==> config.mk <==
export PLATFORM = sky130hd
export DESIGN_NAME = kanycast_forward_select
export DESIGN_NICKNAME = d
export VERILOG_FILES = /design/src/rtl/kfs_pkg.sv /design/src/rtl/kfs_front.sv /design/src/rtl/kfs_queue.sv /design/src/rtl/kfs_back.sv /design/src/rtl/kanycast_forward_select.sv
export SDC_FILE = /design/constraint.sdc
export NUM_CORES = 1
export LEC_CHECK = 0
export ABC_CLOCK_PERIOD_IN_PS = 16400
export CAP_MARGIN = 20
export CORE_UTILIZATION = 50
export CTS_CLUSTER_SIZE = 24
export DETAILED_ROUTE_END_ITERATION = 6
export DONT_BUFFER_PORTS = 1
export PLACE_DENSITY_LB_ADDON = 0.15
export SLEW_MARGIN = 20
export SYNTH_ARGS = -nofsm -noshare
export SYNTH_HDL_FRONTEND = slang
export SYNTH_SLANG_ARGS = --single-unit
==> constraint.sdc <==
create_clock -name i_clk -period 16.4 [get_ports i_clk]
set_clock_uncertainty 0.1 [all_clocks]
set_input_delay 2.46 -clock i_clk [delete_from_list [all_inputs] [get_ports i_clk]]
set_output_delay 2.46 -clock i_clk [all_outputs]
set_load 0.01 [all_outputs]
==> src/rtl/kfs_pkg.sv <==
`timescale 1ns / 1ps

package kfs_pkg;

    localparam int PORTMAP_W = 8;
    localparam int PORT_IDX_W = 3;
    localparam int K_W = 2;

    localparam logic [K_W-1:0] K_NONE  = 2'd0;
    localparam logic [K_W-1:0] K_ONE   = 2'd1;
    localparam logic [K_W-1:0] K_TWO   = 2'd2;
    localparam logic [K_W-1:0] K_THREE = 2'd3;

    // Which input destination fills a destination slot of a copy.
    typedef enum logic [1:0] {
        SEL_NONE = 2'd0,
        SEL_A    = 2'd1,
        SEL_B    = 2'd2,
        SEL_C    = 2'd3
    } t_sel;

    typedef struct packed {
        logic [PORT_IDX_W-1:0] port;
        logic [K_W-1:0]        k;
        t_sel                  sel_a;
        t_sel                  sel_b;
        t_sel                  sel_c;
    } t_copy;

    // Copy list of one request: copies[0] goes out first.
    typedef struct packed {
        logic [1:0]      count;
        t_copy [2:0]     copies;
    } t_plan;

endpackage

==> src/rtl/kfs_front.sv <==
`timescale 1ns / 1ps

module kfs_front
    import kfs_pkg::*;
#(
    parameter int NUM_PORTS  = 8,
    parameter int ADDR_WIDTH = 16,
    parameter int COST_WIDTH = 16
) (
    input  logic                  i_valid,
    output logic                  o_stall,
    input  logic [K_W-1:0]        i_k_count,
    input  logic [ADDR_WIDTH-1:0] i_dest_a,
    input  logic [ADDR_WIDTH-1:0] i_dest_b,
    input  logic [ADDR_WIDTH-1:0] i_dest_c,
    input  logic [COST_WIDTH-1:0] i_cost_a,
    input  logic [COST_WIDTH-1:0] i_cost_b,
    input  logic [COST_WIDTH-1:0] i_cost_c,
    input  logic [PORTMAP_W-1:0]  i_ports_a,
    input  logic [PORTMAP_W-1:0]  i_ports_b,
    input  logic [PORTMAP_W-1:0]  i_ports_c,
    input  logic                  i_full,
    output logic                  o_push,
    output t_plan                 o_plan
);

    localparam logic [PORTMAP_W-1:0] PORT_MASK = PORTMAP_W'((1 << NUM_PORTS) - 1);

    localparam logic [1:0] PAIR_AB = 2'd0;
    localparam logic [1:0] PAIR_AC = 2'd1;
    localparam logic [1:0] PAIR_BC = 2'd2;

    localparam logic [1:0] PAIR_LO [3] = '{2'd0, 2'd0, 2'd1};
    localparam logic [1:0] PAIR_HI [3] = '{2'd1, 2'd2, 2'd2};
    localparam t_sel       SELS    [3] = '{SEL_A, SEL_B, SEL_C};

    function automatic logic [PORT_IDX_W-1:0] low_port(input logic [PORTMAP_W-1:0] bm);
        logic [PORT_IDX_W-1:0] r;
        r = '0;
        for (int i = PORTMAP_W - 1; i >= 0; i--) begin
            if (bm[i]) begin
                r = PORT_IDX_W'(i);
            end
        end
        return r;
    endfunction

    function automatic logic [PORT_IDX_W-1:0] high_port(input logic [PORTMAP_W-1:0] bm);
        logic [PORT_IDX_W-1:0] r;
        r = '0;
        for (int i = 0; i < PORTMAP_W; i++) begin
            if (bm[i]) begin
                r = PORT_IDX_W'(i);
            end
        end
        return r;
    endfunction

    function automatic t_copy mk_single(input t_sel s, input logic [PORTMAP_W-1:0] bm);
        t_copy c;
        c       = '0;
        c.port  = low_port(bm);
        c.k     = K_ONE;
        c.sel_a = s;
        return c;
    endfunction

    function automatic t_copy mk_merge(input t_sel s1, input t_sel s2,
                                       input logic [PORTMAP_W-1:0] sh);
        t_copy c;
        c       = '0;
        c.port  = high_port(sh);
        c.k     = K_TWO;
        c.sel_a = s1;
        c.sel_b = s2;
        return c;
    endfunction

    logic [ADDR_WIDTH-1:0] dv [3];
    logic [COST_WIDTH-1:0] cv [3];
    logic [PORTMAP_W-1:0]  pm [3];
    logic [PORTMAP_W-1:0]  share [3];
    logic [PORTMAP_W-1:0]  all_share;
    logic [1:0]            best;
    logic                  have;
    logic [1:0]            tr [3];
    logic [1:0]            ntry;
    logic [1:0]            sp;
    logic                  done;
    t_plan                 plan;

    assign dv[0] = i_dest_a;
    assign dv[1] = i_dest_b;
    assign dv[2] = i_dest_c;
    assign cv[0] = i_cost_a;
    assign cv[1] = i_cost_b;
    assign cv[2] = i_cost_c;
    assign pm[0] = i_ports_a & PORT_MASK;
    assign pm[1] = i_ports_b & PORT_MASK;
    assign pm[2] = i_ports_c & PORT_MASK;

    assign share[PAIR_AB] = pm[0] & pm[1];
    assign share[PAIR_AC] = pm[0] & pm[2];
    assign share[PAIR_BC] = pm[1] & pm[2];
    assign all_share      = pm[0] & pm[1] & pm[2];

    always_comb begin
        plan = '0;
        best = 2'd0;
        have = 1'b0;
        tr   = '{PAIR_AB, PAIR_AB, PAIR_AB};
        ntry = 2'd0;
        sp   = PAIR_AB;
        done = 1'b0;
        unique case (i_k_count)
            K_ONE: begin
                // Cheapest present destination, earlier wins ties.
                for (int i = 0; i < 3; i++) begin
                    if (dv[i] != '0 && (!have || cv[i] < cv[best])) begin
                        best = 2'(i);
                        have = 1'b1;
                    end
                end
                plan.copies[0] = mk_single(SELS[best], pm[best]);
                plan.count     = 2'd1;
            end
            K_TWO: begin
                if (dv[2] == '0) begin
                    tr[0] = PAIR_AB;
                    ntry  = 2'd1;
                    sp    = PAIR_AB;
                end else if (cv[0] < cv[1]) begin
                    if (cv[1] < cv[2]) begin
                        tr[0] = PAIR_AB; ntry = 2'd1; sp = PAIR_AB;
                    end else if (cv[1] > cv[2]) begin
                        tr[0] = PAIR_AC; ntry = 2'd1; sp = PAIR_AC;
                    end else begin
                        tr[0] = PAIR_AC; tr[1] = PAIR_AB; ntry = 2'd2; sp = PAIR_AB;
                    end
                end else if (cv[0] > cv[1]) begin
                    if (cv[0] > cv[2]) begin
                        tr[0] = PAIR_BC; ntry = 2'd1; sp = PAIR_BC;
                    end else if (cv[0] < cv[2]) begin
                        tr[0] = PAIR_AB; ntry = 2'd1; sp = PAIR_AB;
                    end else begin
                        tr[0] = PAIR_AB; tr[1] = PAIR_BC; ntry = 2'd2; sp = PAIR_BC;
                    end
                end else begin
                    if (cv[2] > cv[0]) begin
                        tr[0] = PAIR_AB; ntry = 2'd1; sp = PAIR_AB;
                    end else if (cv[2] < cv[0]) begin
                        tr[0] = PAIR_AC; tr[1] = PAIR_BC; ntry = 2'd2; sp = PAIR_AC;
                    end else begin
                        tr[0] = PAIR_AB; tr[1] = PAIR_AC; tr[2] = PAIR_BC;
                        ntry  = 2'd3;
                        sp    = PAIR_AB;
                    end
                end
                // First pair in try order with a shared port wins.
                for (int i = 0; i < 3; i++) begin
                    if (!done && 2'(i) < ntry && share[tr[i]] != '0) begin
                        plan.copies[0] = mk_merge(SELS[PAIR_LO[tr[i]]],
                                                  SELS[PAIR_HI[tr[i]]], share[tr[i]]);
                        plan.count     = 2'd1;
                        done           = 1'b1;
                    end
                end
                if (!done) begin
                    plan.copies[0] = mk_single(SELS[PAIR_LO[sp]], pm[PAIR_LO[sp]]);
                    plan.copies[1] = mk_single(SELS[PAIR_HI[sp]], pm[PAIR_HI[sp]]);
                    plan.count     = 2'd2;
                end
            end
            K_THREE: begin
                if (all_share != '0) begin
                    plan.copies[0]       = '0;
                    plan.copies[0].port  = high_port(all_share);
                    plan.copies[0].k     = K_THREE;
                    plan.copies[0].sel_a = SEL_A;
                    plan.copies[0].sel_b = SEL_B;
                    plan.copies[0].sel_c = SEL_C;
                    plan.count           = 2'd1;
                end else if (share[PAIR_AB] != '0) begin
                    plan.copies[0] = mk_merge(SEL_A, SEL_B, share[PAIR_AB]);
                    plan.copies[1] = mk_single(SEL_C, pm[2]);
                    plan.count     = 2'd2;
                end else if (share[PAIR_AC] != '0) begin
                    plan.copies[0] = mk_merge(SEL_A, SEL_C, share[PAIR_AC]);
                    plan.copies[1] = mk_single(SEL_B, pm[1]);
                    plan.count     = 2'd2;
                end else if (share[PAIR_BC] != '0) begin
                    plan.copies[0] = mk_single(SEL_A, pm[0]);
                    plan.copies[1] = mk_merge(SEL_B, SEL_C, share[PAIR_BC]);
                    plan.count     = 2'd2;
                end else begin
                    plan.copies[0] = mk_single(SEL_A, pm[0]);
                    plan.copies[1] = mk_single(SEL_B, pm[1]);
                    plan.copies[2] = mk_single(SEL_C, pm[2]);
                    plan.count     = 2'd3;
                end
            end
            default: begin
                plan = '0;
            end
        endcase
    end

    assign o_stall = i_full;
    // Drop requests that produce no copy.
    assign o_push  = i_valid && !i_full && (plan.count != 2'd0);
    assign o_plan  = plan;

endmodule

==> src/rtl/kfs_queue.sv <==
`timescale 1ns / 1ps

module kfs_queue #(
    parameter int WIDTH = 8,
    parameter int DEPTH = 2
) (
    input  logic             i_clk,
    input  logic             i_rst_n,
    input  logic             i_push,
    input  logic [WIDTH-1:0] i_data,
    input  logic             i_pop,
    output logic [WIDTH-1:0] o_data,
    output logic             o_full,
    output logic             o_empty
);

    localparam int PTR_W = (DEPTH > 1) ? $clog2(DEPTH) : 1;
    localparam int CNT_W = $clog2(DEPTH + 1);
    localparam logic [PTR_W-1:0] PTR_LAST = PTR_W'(DEPTH - 1);
    localparam logic [CNT_W-1:0] CNT_FULL = CNT_W'(DEPTH);

    logic [WIDTH-1:0] r_mem [DEPTH];
    logic [PTR_W-1:0] r_wr_ptr, n_wr_ptr;
    logic [PTR_W-1:0] r_rd_ptr, n_rd_ptr;
    logic [CNT_W-1:0] r_count, n_count;
    logic             do_push;
    logic             do_pop;

    assign o_full  = (r_count == CNT_FULL);
    assign o_empty = (r_count == '0);
    assign o_data  = r_mem[r_rd_ptr];
    assign do_push = i_push && !o_full;
    assign do_pop  = i_pop && !o_empty;

    always_comb begin
        n_wr_ptr = r_wr_ptr;
        n_rd_ptr = r_rd_ptr;
        n_count  = r_count;
        if (do_push) begin
            n_wr_ptr = (r_wr_ptr == PTR_LAST) ? '0 : r_wr_ptr + 1'b1;
        end
        if (do_pop) begin
            n_rd_ptr = (r_rd_ptr == PTR_LAST) ? '0 : r_rd_ptr + 1'b1;
        end
        if (do_push && !do_pop) begin
            n_count = r_count + 1'b1;
        end else if (do_pop && !do_push) begin
            n_count = r_count - 1'b1;
        end
    end

    always_ff @(posedge i_clk) begin
        if (!i_rst_n) begin
            r_wr_ptr <= '0;
            r_rd_ptr <= '0;
            r_count  <= '0;
        end else begin
            r_wr_ptr <= n_wr_ptr;
            r_rd_ptr <= n_rd_ptr;
            r_count  <= n_count;
        end
    end

    always_ff @(posedge i_clk) begin
        if (do_push) begin
            r_mem[r_wr_ptr] <= i_data;
        end
    end

endmodule

==> src/rtl/kfs_back.sv <==
`timescale 1ns / 1ps

module kfs_back
    import kfs_pkg::*;
#(
    parameter int ADDR_WIDTH = 16
) (
    input  logic                  i_clk,
    input  logic                  i_rst_n,
    input  logic                  i_empty,
    input  t_plan                 i_plan,
    input  logic [ADDR_WIDTH-1:0] i_dest_a,
    input  logic [ADDR_WIDTH-1:0] i_dest_b,
    input  logic [ADDR_WIDTH-1:0] i_dest_c,
    output logic                  o_pop,
    output logic                  o_valid,
    input  logic                  i_stall,
    output logic [PORT_IDX_W-1:0] o_out_port,
    output logic [K_W-1:0]        o_out_k,
    output logic [ADDR_WIDTH-1:0] o_out_dest_a,
    output logic [ADDR_WIDTH-1:0] o_out_dest_b,
    output logic [ADDR_WIDTH-1:0] o_out_dest_c,
    output logic                  o_last
);

    function automatic logic [ADDR_WIDTH-1:0] pick(input t_sel s,
                                                  input logic [ADDR_WIDTH-1:0] a,
                                                  input logic [ADDR_WIDTH-1:0] b,
                                                  input logic [ADDR_WIDTH-1:0] c);
        logic [ADDR_WIDTH-1:0] r;
        unique case (s)
            SEL_A:   r = a;
            SEL_B:   r = b;
            SEL_C:   r = c;
            default: r = '0;
        endcase
        return r;
    endfunction

    logic                  r_valid;
    logic [1:0]            r_idx, n_idx;
    logic [PORT_IDX_W-1:0] r_port;
    logic [K_W-1:0]        r_k;
    logic [ADDR_WIDTH-1:0] r_da, r_db, r_dc;
    logic                  r_last;
    logic                  advance;
    logic                  load;
    logic                  is_last;
    t_copy                 cur;

    assign advance = !r_valid || !i_stall;
    assign load    = advance && !i_empty;
    assign cur     = i_plan.copies[r_idx];
    assign is_last = (r_idx == i_plan.count - 2'd1);
    assign o_pop   = load && is_last;
    assign n_idx   = is_last ? 2'd0 : r_idx + 2'd1;

    always_ff @(posedge i_clk) begin
        if (!i_rst_n) begin
            r_valid <= 1'b0;
            r_idx   <= 2'd0;
        end else if (advance) begin
            r_valid <= !i_empty;
            if (load) begin
                r_idx <= n_idx;
            end
        end
    end

    // Hold the copy while the output is stalled.
    always_ff @(posedge i_clk) begin
        if (load) begin
            r_port <= cur.port;
            r_k    <= cur.k;
            r_da   <= pick(cur.sel_a, i_dest_a, i_dest_b, i_dest_c);
            r_db   <= pick(cur.sel_b, i_dest_a, i_dest_b, i_dest_c);
            r_dc   <= pick(cur.sel_c, i_dest_a, i_dest_b, i_dest_c);
            r_last <= is_last;
        end
    end

    assign o_valid      = r_valid;
    assign o_out_port   = r_port;
    assign o_out_k      = r_k;
    assign o_out_dest_a = r_da;
    assign o_out_dest_b = r_db;
    assign o_out_dest_c = r_dc;
    assign o_last       = r_last;

endmodule

==> src/rtl/kanycast_forward_select.sv <==
`timescale 1ns / 1ps
// A request accepted into the queue shows its first copy at o_valid once the output register
// loads it from the queue head. Throughput: a request enters every cycle while the two-entry
// queue has room; the output register sends one copy per cycle while i_stall is low, so a
// request holds the back end for 1 to 3 copies, one slot per copy it produces.
// Reset (synchronous, active low) empties the queue and clears the output valid.
module kanycast_forward_select
    import kfs_pkg::*;
#(
    parameter int NUM_PORTS  = 8,
    parameter int ADDR_WIDTH = 16,
    parameter int COST_WIDTH = 16
) (
    input  logic                  i_clk,
    input  logic                  i_rst_n,
    input  logic                  i_valid,
    output logic                  o_stall,
    input  logic [K_W-1:0]        i_k_count,
    input  logic [ADDR_WIDTH-1:0] i_dest_a,
    input  logic [ADDR_WIDTH-1:0] i_dest_b,
    input  logic [ADDR_WIDTH-1:0] i_dest_c,
    input  logic [COST_WIDTH-1:0] i_cost_a,
    input  logic [COST_WIDTH-1:0] i_cost_b,
    input  logic [COST_WIDTH-1:0] i_cost_c,
    input  logic [PORTMAP_W-1:0]  i_ports_a,
    input  logic [PORTMAP_W-1:0]  i_ports_b,
    input  logic [PORTMAP_W-1:0]  i_ports_c,
    output logic                  o_valid,
    input  logic                  i_stall,
    output logic [PORT_IDX_W-1:0] o_out_port,
    output logic [K_W-1:0]        o_out_k,
    output logic [ADDR_WIDTH-1:0] o_out_dest_a,
    output logic [ADDR_WIDTH-1:0] o_out_dest_b,
    output logic [ADDR_WIDTH-1:0] o_out_dest_c,
    output logic                  o_last
);

    localparam int ENTRY_W = 3 * ADDR_WIDTH + $bits(t_plan);

    logic               push;
    logic               pop;
    logic               full;
    logic               empty;
    t_plan              front_plan;
    t_plan              head_plan;
    logic [ENTRY_W-1:0] wr_entry;
    logic [ENTRY_W-1:0] rd_entry;
    logic [ADDR_WIDTH-1:0] head_da, head_db, head_dc;

    kfs_front #(
        .NUM_PORTS  (NUM_PORTS),
        .ADDR_WIDTH (ADDR_WIDTH),
        .COST_WIDTH (COST_WIDTH)
    ) u_front (
        .i_valid   (i_valid),
        .o_stall   (o_stall),
        .i_k_count (i_k_count),
        .i_dest_a  (i_dest_a),
        .i_dest_b  (i_dest_b),
        .i_dest_c  (i_dest_c),
        .i_cost_a  (i_cost_a),
        .i_cost_b  (i_cost_b),
        .i_cost_c  (i_cost_c),
        .i_ports_a (i_ports_a),
        .i_ports_b (i_ports_b),
        .i_ports_c (i_ports_c),
        .i_full    (full),
        .o_push    (push),
        .o_plan    (front_plan)
    );

    assign wr_entry = {i_dest_a, i_dest_b, i_dest_c, front_plan};

    kfs_queue #(
        .WIDTH (ENTRY_W),
        .DEPTH (2)
    ) u_queue (
        .i_clk   (i_clk),
        .i_rst_n (i_rst_n),
        .i_push  (push),
        .i_data  (wr_entry),
        .i_pop   (pop),
        .o_data  (rd_entry),
        .o_full  (full),
        .o_empty (empty)
    );

    assign {head_da, head_db, head_dc, head_plan} = rd_entry;

    kfs_back #(
        .ADDR_WIDTH (ADDR_WIDTH)
    ) u_back (
        .i_clk        (i_clk),
        .i_rst_n      (i_rst_n),
        .i_empty      (empty),
        .i_plan       (head_plan),
        .i_dest_a     (head_da),
        .i_dest_b     (head_db),
        .i_dest_c     (head_dc),
        .o_pop        (pop),
        .o_valid      (o_valid),
        .i_stall      (i_stall),
        .o_out_port   (o_out_port),
        .o_out_k      (o_out_k),
        .o_out_dest_a (o_out_dest_a),
        .o_out_dest_b (o_out_dest_b),
        .o_out_dest_c (o_out_dest_c),
        .o_last       (o_last)
    );

endmodule
## Word-level counts from Yosys, hierarchy flattened

Memory sizes are Yosys's and may differ from the RTL's. A register that Yosys moved wholly into a read port is not among the register bits.
Cells that the tools add are included.

- Flip-flop bits (word level): 61
- Memory bits (writable): 166
- Bits of input ports: 126
- Output and inout bits: 56
- Logic and storage cells: 383
- Memories kept: 1

Memories:

| name | words | bits a word | rd ports | clocked after memory_dff | wr ports | line | source |
|---|---|---|---|---|---|---|---|
| u_queue.r_mem | 2 | 83 | 1 | 1 | 1 | kfs_queue.sv:22 | `logic [WIDTH-1:0] r_mem [DEPTH];` |

- $add $sub $neg: 6
- Order comparisons: 29
- Eq/ne operators: 14
- Mux-type cells: 260
- Bitwise gates (word level): 19
- Reductions and logical operators: 43

Operator list:

| cell | number |
|---|---|
| $mux 3 | 77 |
| $mux 2 | 85 |
| $pmux 16 s3 | 3 |
| $mux 22 | 5 |
| $mux 11 | 9 |
| $bmux 8 s2 | 6 |
| $lt 16x16->1 | 6 |
| $mux 8 | 12 |
| $bmux 2 s2 | 17 |
| $bmux 16 s2 | 2 |
| $gt 16x16->1 | 4 |
| $mux 16 | 4 |
| $reduce_bool 8->1 | 7 |
| $reduce_bool 16->1 | 3 |
| $ge 3x3->1 const B | 15 |
| $not 2->3 | 15 |
| $pmux 11 s3 | 1 |
| $and 8x8->8 | 4 |
| $mux 1 | 31 |
| $bmux 11 s2 | 1 |
| $pmux 11 s2 | 1 |
| $mux 4 | 5 |
| $eq 2x2->1 const B | 9 |
| $logic_not 16->1 | 1 |
| other kinds (15) | 48 |

## Longest topological paths before layout

- Word-level depth: 34
- Mapped depth: 23
- Depth with buffers taken out: 21

## By module

A second synthesis with hierarchy kept.

- Cells, all modules: 1449
- Area, all modules: 15150.8 µm²

Modules (own cells, without submodules):

| module | times used | cells each | area an instance (µm²) |
|---|---|---|---|
| kfs_queue | 1 | 283 | 6216.0 |
| kfs_front | 1 | 720 | 4655.7 |
| kfs_back | 1 | 446 | 4279.1 |

## Worst setup path before layout

OpenSTA, ideal clock, no wires.

- Path type: input to register
- From: input i_k_count[1]
- To: memory u_queue.r_mem[0][10] (netlist bit), enable pin
- Library setup time: 0.590 ns
- Data arrival time: 7.723 ns
- Setup slack: 7.987 ns
- Stages: 3
- Buffers on the path: 1
- Cells stage by stage: clkbuf_1 o21ai_0 nor3_1

- Word-level cells in the longest chain between the ends: 7

RTL lines:

| item | line | source |
|---|---|---|
| start: declaration | kanycast_forward_select.sv:18 | `input logic [K_W-1:0] i_k_count,` |
| $eq 2x2->1 or $eq 2x1->1 (tied branches) | - |  |
| $pmux 2 s3 (*) | kfs_front.sv:115 | `unique case (i_k_count)` |
| $reduce_bool 2->1 (*) | kfs_front.sv:210 | `assign o_push = i_valid && !i_full && (plan.count != 2'd0);` |
| $logic_and 1x1->1 (*) | kfs_front.sv:210 |  |
| $logic_and 1x1->1 (*) | kfs_queue.sv:32 | `assign do_push = i_push && !o_full;` |
| $mux 1 (*) | kfs_queue.sv:65 | `if (do_push) begin` |
| $mux 1 (implied by the code) (*) | kfs_queue.sv:66 | `r_mem[r_wr_ptr] <= i_data;` |
| end: declaration | kfs_queue.sv:22 |  |

Mark *: on every way between the ends. The rest lies on a longest branch, timed or not.

==> impl_metrics.env <==
export IMPL_status="completed"
export IMPL_die_x_um=160
export IMPL_track_usage=0.248
export IMPL_worstHoldPathType="flop to flop"
export IMPL_p_clk_frac=0.248
export IMPL_crit_buf_inv=1
export IMPL_cts_hold_buf=0
export IMPL_start_util=0.511
export IMPL_yosysUniqueCellTypes=80
export IMPL_ys_async_sr_fraction=0
export IMPL_rows=57
export IMPL_synth_edf_count=196
export IMPL_setup_tns_ns=0
export IMPL_cp_required_ns=16.53
export IMPL_cts_buffers=20
export IMPL_core_sq_um=24400
export IMPL_grt_pass1_wl_um=49600
export IMPL_routedWlPerCell_um=21.9
export IMPL_drt_vias_per_instance=6.20
export IMPL_h_tree_depth=1
export IMPL_ioPinCount=182
export IMPL_hold_violations=0
export IMPL_gp_congestion=0.977
export IMPL_period_needed_ns=6.86
export IMPL_clkTransAtPathRegs_ns=0.06
export IMPL_yosysTopAreaCell="edfxtp_1"
export IMPL_crit_path_start_kind="input port"
export IMPL_critPathMaxStageDelay_ns=0.59
export IMPL_crit_chain="nor4_1 > nand4_1 > nor2b_1 > a221oi_4 > buf_4 > mux2i_1 > ha_1 > a21o_1 > a21o_1 > a21o_1 > a21o_1 > a21oi_1 > o21ai_0 > nand2_1 > o2111ai_1 > nor2_1 > a211oi_1 > a221o_1"
export IMPL_cts_resized=0
export IMPL_clkLatencyLatePin_ns=0.49
export IMPL_crit_slowest_cell="nor4_1"
export IMPL_ys_warn_count=0
export IMPL_p_comb_frac=0.300
export IMPL_p_seq_frac=0.452
export IMPL_synthesis_area_sq_um=12500
export IMPL_remaining_drc_errors=0
export IMPL_cp_top_family="compound AO/OA/AOI/OAI gates"
export IMPL_overflow=0
export IMPL_ys_seq_area_frac=0.485
export IMPL_p_leak_nw=5.02
export IMPL_crit_arrival_ns=6.99
export IMPL_power_density_nw_per_um2=144
export IMPL_critPathKind="input port to flop"
export IMPL_layout_drive_gt1_share=0.0806
export IMPL_cp_end_kind="flop"
export IMPL_final_period_utilization=0.418
export IMPL_ys_ff_latch=204
export IMPL_syn_num_nets=1354
export IMPL_dp_cells=1418
export IMPL_tritoncts="done"
export IMPL_synth_top_cell_area_share=0.472
export IMPL_io_buffer_count=0
export IMPL_swShare=0.335
export IMPL_cts_sinks=204
export IMPL_diodes=0
export IMPL_synth_area_leaders="edfxtp_1 (47%), ha_1 (8.3%), mux2i_1 (7.1%)"
export IMPL_drtPass1Iterations=5
export IMPL_cap_violations=0
export IMPL_syn_to_final_growth_pct=7.60
export IMPL_finalSetupViolations=0
export IMPL_die_h_um=160
export IMPL_ys_flop_type="edfxtp_1"
export IMPL_vias=9002
export IMPL_dp_final_hpwl_um=23700
export IMPL_max_freq_mhz=146
export IMPL_drtAntennaViolNets=0
export IMPL_crit_top_cell="a21o_1"
export IMPL_dieArea_sq_um=25600
export IMPL_ir_drop_uv=101
export IMPL_p_int_mw=1.28
export IMPL_grt_max_degree=73
export IMPL_cts_setup_buffers=0
export IMPL_drt_iter0_drc=752
export IMPL_rsz0062_at_grt="no"
export IMPL_antenna_found_initial=0
export IMPL_syn_inst=1145
export IMPL_nets=1325
export IMPL_avgSynthCellArea_sq_um=10.9
export IMPL_routed_wl_um=31800
export IMPL_grt_pass1_vias=8827
export IMPL_finalNonFillerCells=1453
export IMPL_p_sw_mw=0.646
export IMPL_slew_headroom=0.237
export IMPL_cts_buffer_depth=3
export IMPL_worst_pin_slew_ns=1.14
export IMPL_path_max_fanout=16
export IMPL_clock_root_buffer="clkbuf_16"
export IMPL_slew_viol_final=0
-- synth_stat cells (3+ instances only) --
master and n:
o21a_1 4, mux2_2 22, or3_1 5, mux2i_1 88
nand3_1 32, o22ai_1 7, nand2b_1 8, o31ai_1 8
a22oi_1 5, mux4_2 6, a211oi_1 8, and2_1 8
nand4_1 24, nand2_1 121, o211a_1 10, a211o_1 10
nor4_1 13, nor2_1 76, or2_2 5, and3_1 5
ha_1 83, xnor2_1 4, o211ai_1 22, dfxtp_1 8
a21oi_1 39, edfxtp_1 196, buf_2 3, inv_1 70
a221o_1 3, a31oi_1 7, o21ai_0 46, nor2b_1 13
clkbuf_1 51, o21bai_1 3, o221ai_1 33, o2111ai_1 4
a21boi_0 4, a221oi_1 3, nor3_1 21, a21o_1 20
-- power by group through the flow --
stage          registers [mW]  clock network (mW)  logic [mW]
2_1_floorplan           0.850                   0       0.464
3_3_place_gp            0.882                   0       0.579
3_5_place_dp            0.885                   0       0.585
4_1_cts                 0.875               0.488       0.586
5_1_grt                 0.886               0.507       0.642
6_report                0.872               0.479       0.579
-- flip-flops by register name, indices dropped and copies added, names as in the netlist, named ones only --
name	flops
u_queue.r_mem	142
u_back.o_out_port	3
u_queue.r_rd_ptr	1
u_queue.r_wr_ptr	1
u_back.o_last	1
u_back.r_idx	2
u_queue.r_count	2
u_back.o_out_dest_c	16
u_back.o_valid	1
u_back.o_out_dest_b	16
u_back.o_out_k	2
u_back.o_out_dest_a	16
-- metal layers --
layer  wire length [um]  vias up  track usage
li1                   -     4311            -
met3               2440       70       0.0465
met1              13100     4249        0.313
met2              15500      372        0.431
met4                867        0       0.0758
met5                  0        -            0
-- layout by cell type, fill, tap and decap left out, drive strengths merged, types with 9 or more instances in the layout --
cell type	count
edfxtp	196
nand2	121
mux2i	88
ha	83
nor2	77
inv	71
o21ai	47
a21oi	40
o221ai	33
nand3	32
nand4	24
clkbuf	24
o211ai	23
mux2	23
nor3	23
a21o	20
nor4	14
nor2b	13
o211a	10
a211o	10
o31ai	10
a31oi	9
-- through the flow --
step                      total power, mW  utilization  area [sq um]  setup WS (ns)  hold WS (ns)
after floorplan                      1.31            -         12500           7.99         0.382
after global placement               1.46        0.522         12700           9.01         0.407
after detailed placement             1.47        0.522         12700           8.94         0.427
after CTS                            1.95        0.550         13400           9.50         0.437
after global routing                 2.03        0.550         13400           9.36         0.486
final                                1.93        0.550         13400           9.54         0.438
-- path summary, 6_finish.rpt --
check                              to  depth (start not counted)               start  slack, ns
setup reg to reg   u_queue.r_count[1]                          9                flop      13.05
hold / removal     u_queue.r_count[1]                          2  u_queue.r_count[1]       0.44
hold reg to reg    u_queue.r_count[1]                          2  u_queue.r_count[1]       0.44
setup / recovery  u_queue.r_mem[0][8]                         18         i_dest_a[9]       9.54
-- worst min-delay path, cell delays in order (launching register included) --
cell and delay [ns]:
dfxtp_1 0.34, o21ai_0 0.07, a21boi_0 0.08
-- layout make-up --
| type | count | area (sq um) |
|---|---|---|
| inverters | 70 | 263 |
| well taps | 324 | 405 |
| clock buffers | 24 | 537 |
| multi-input cells | 813 | 5950 |
| repair buffers | 7 | 52.6 |
| flip-flops and latches | 204 | 6050 |
| fillers | 2122 | 11000 |
| clock inverters | 11 | 156 |
-- cell families (layout without fill, tap and decap cells) --
| family | Yosys count | after routing | share of synthesized area |
|---|---|---|---|
| DFF | 204 | 204 | 0.485 |
| buffers and inverters | 128 | 112 | 0.0397 |
| adders and majority gates | 83 | 83 | 0.0833 |
| muxes | 117 | 117 | 0.103 |
| AOI/OAI and AO/OA | 261 | 261 | 0.153 |
| xor gates and xnor gates | 5 | 5 | 0.00351 |
| and+or+nand+nor | 347 | 347 | 0.133 |
Note: power is estimated with default switching activity, not from simulation.
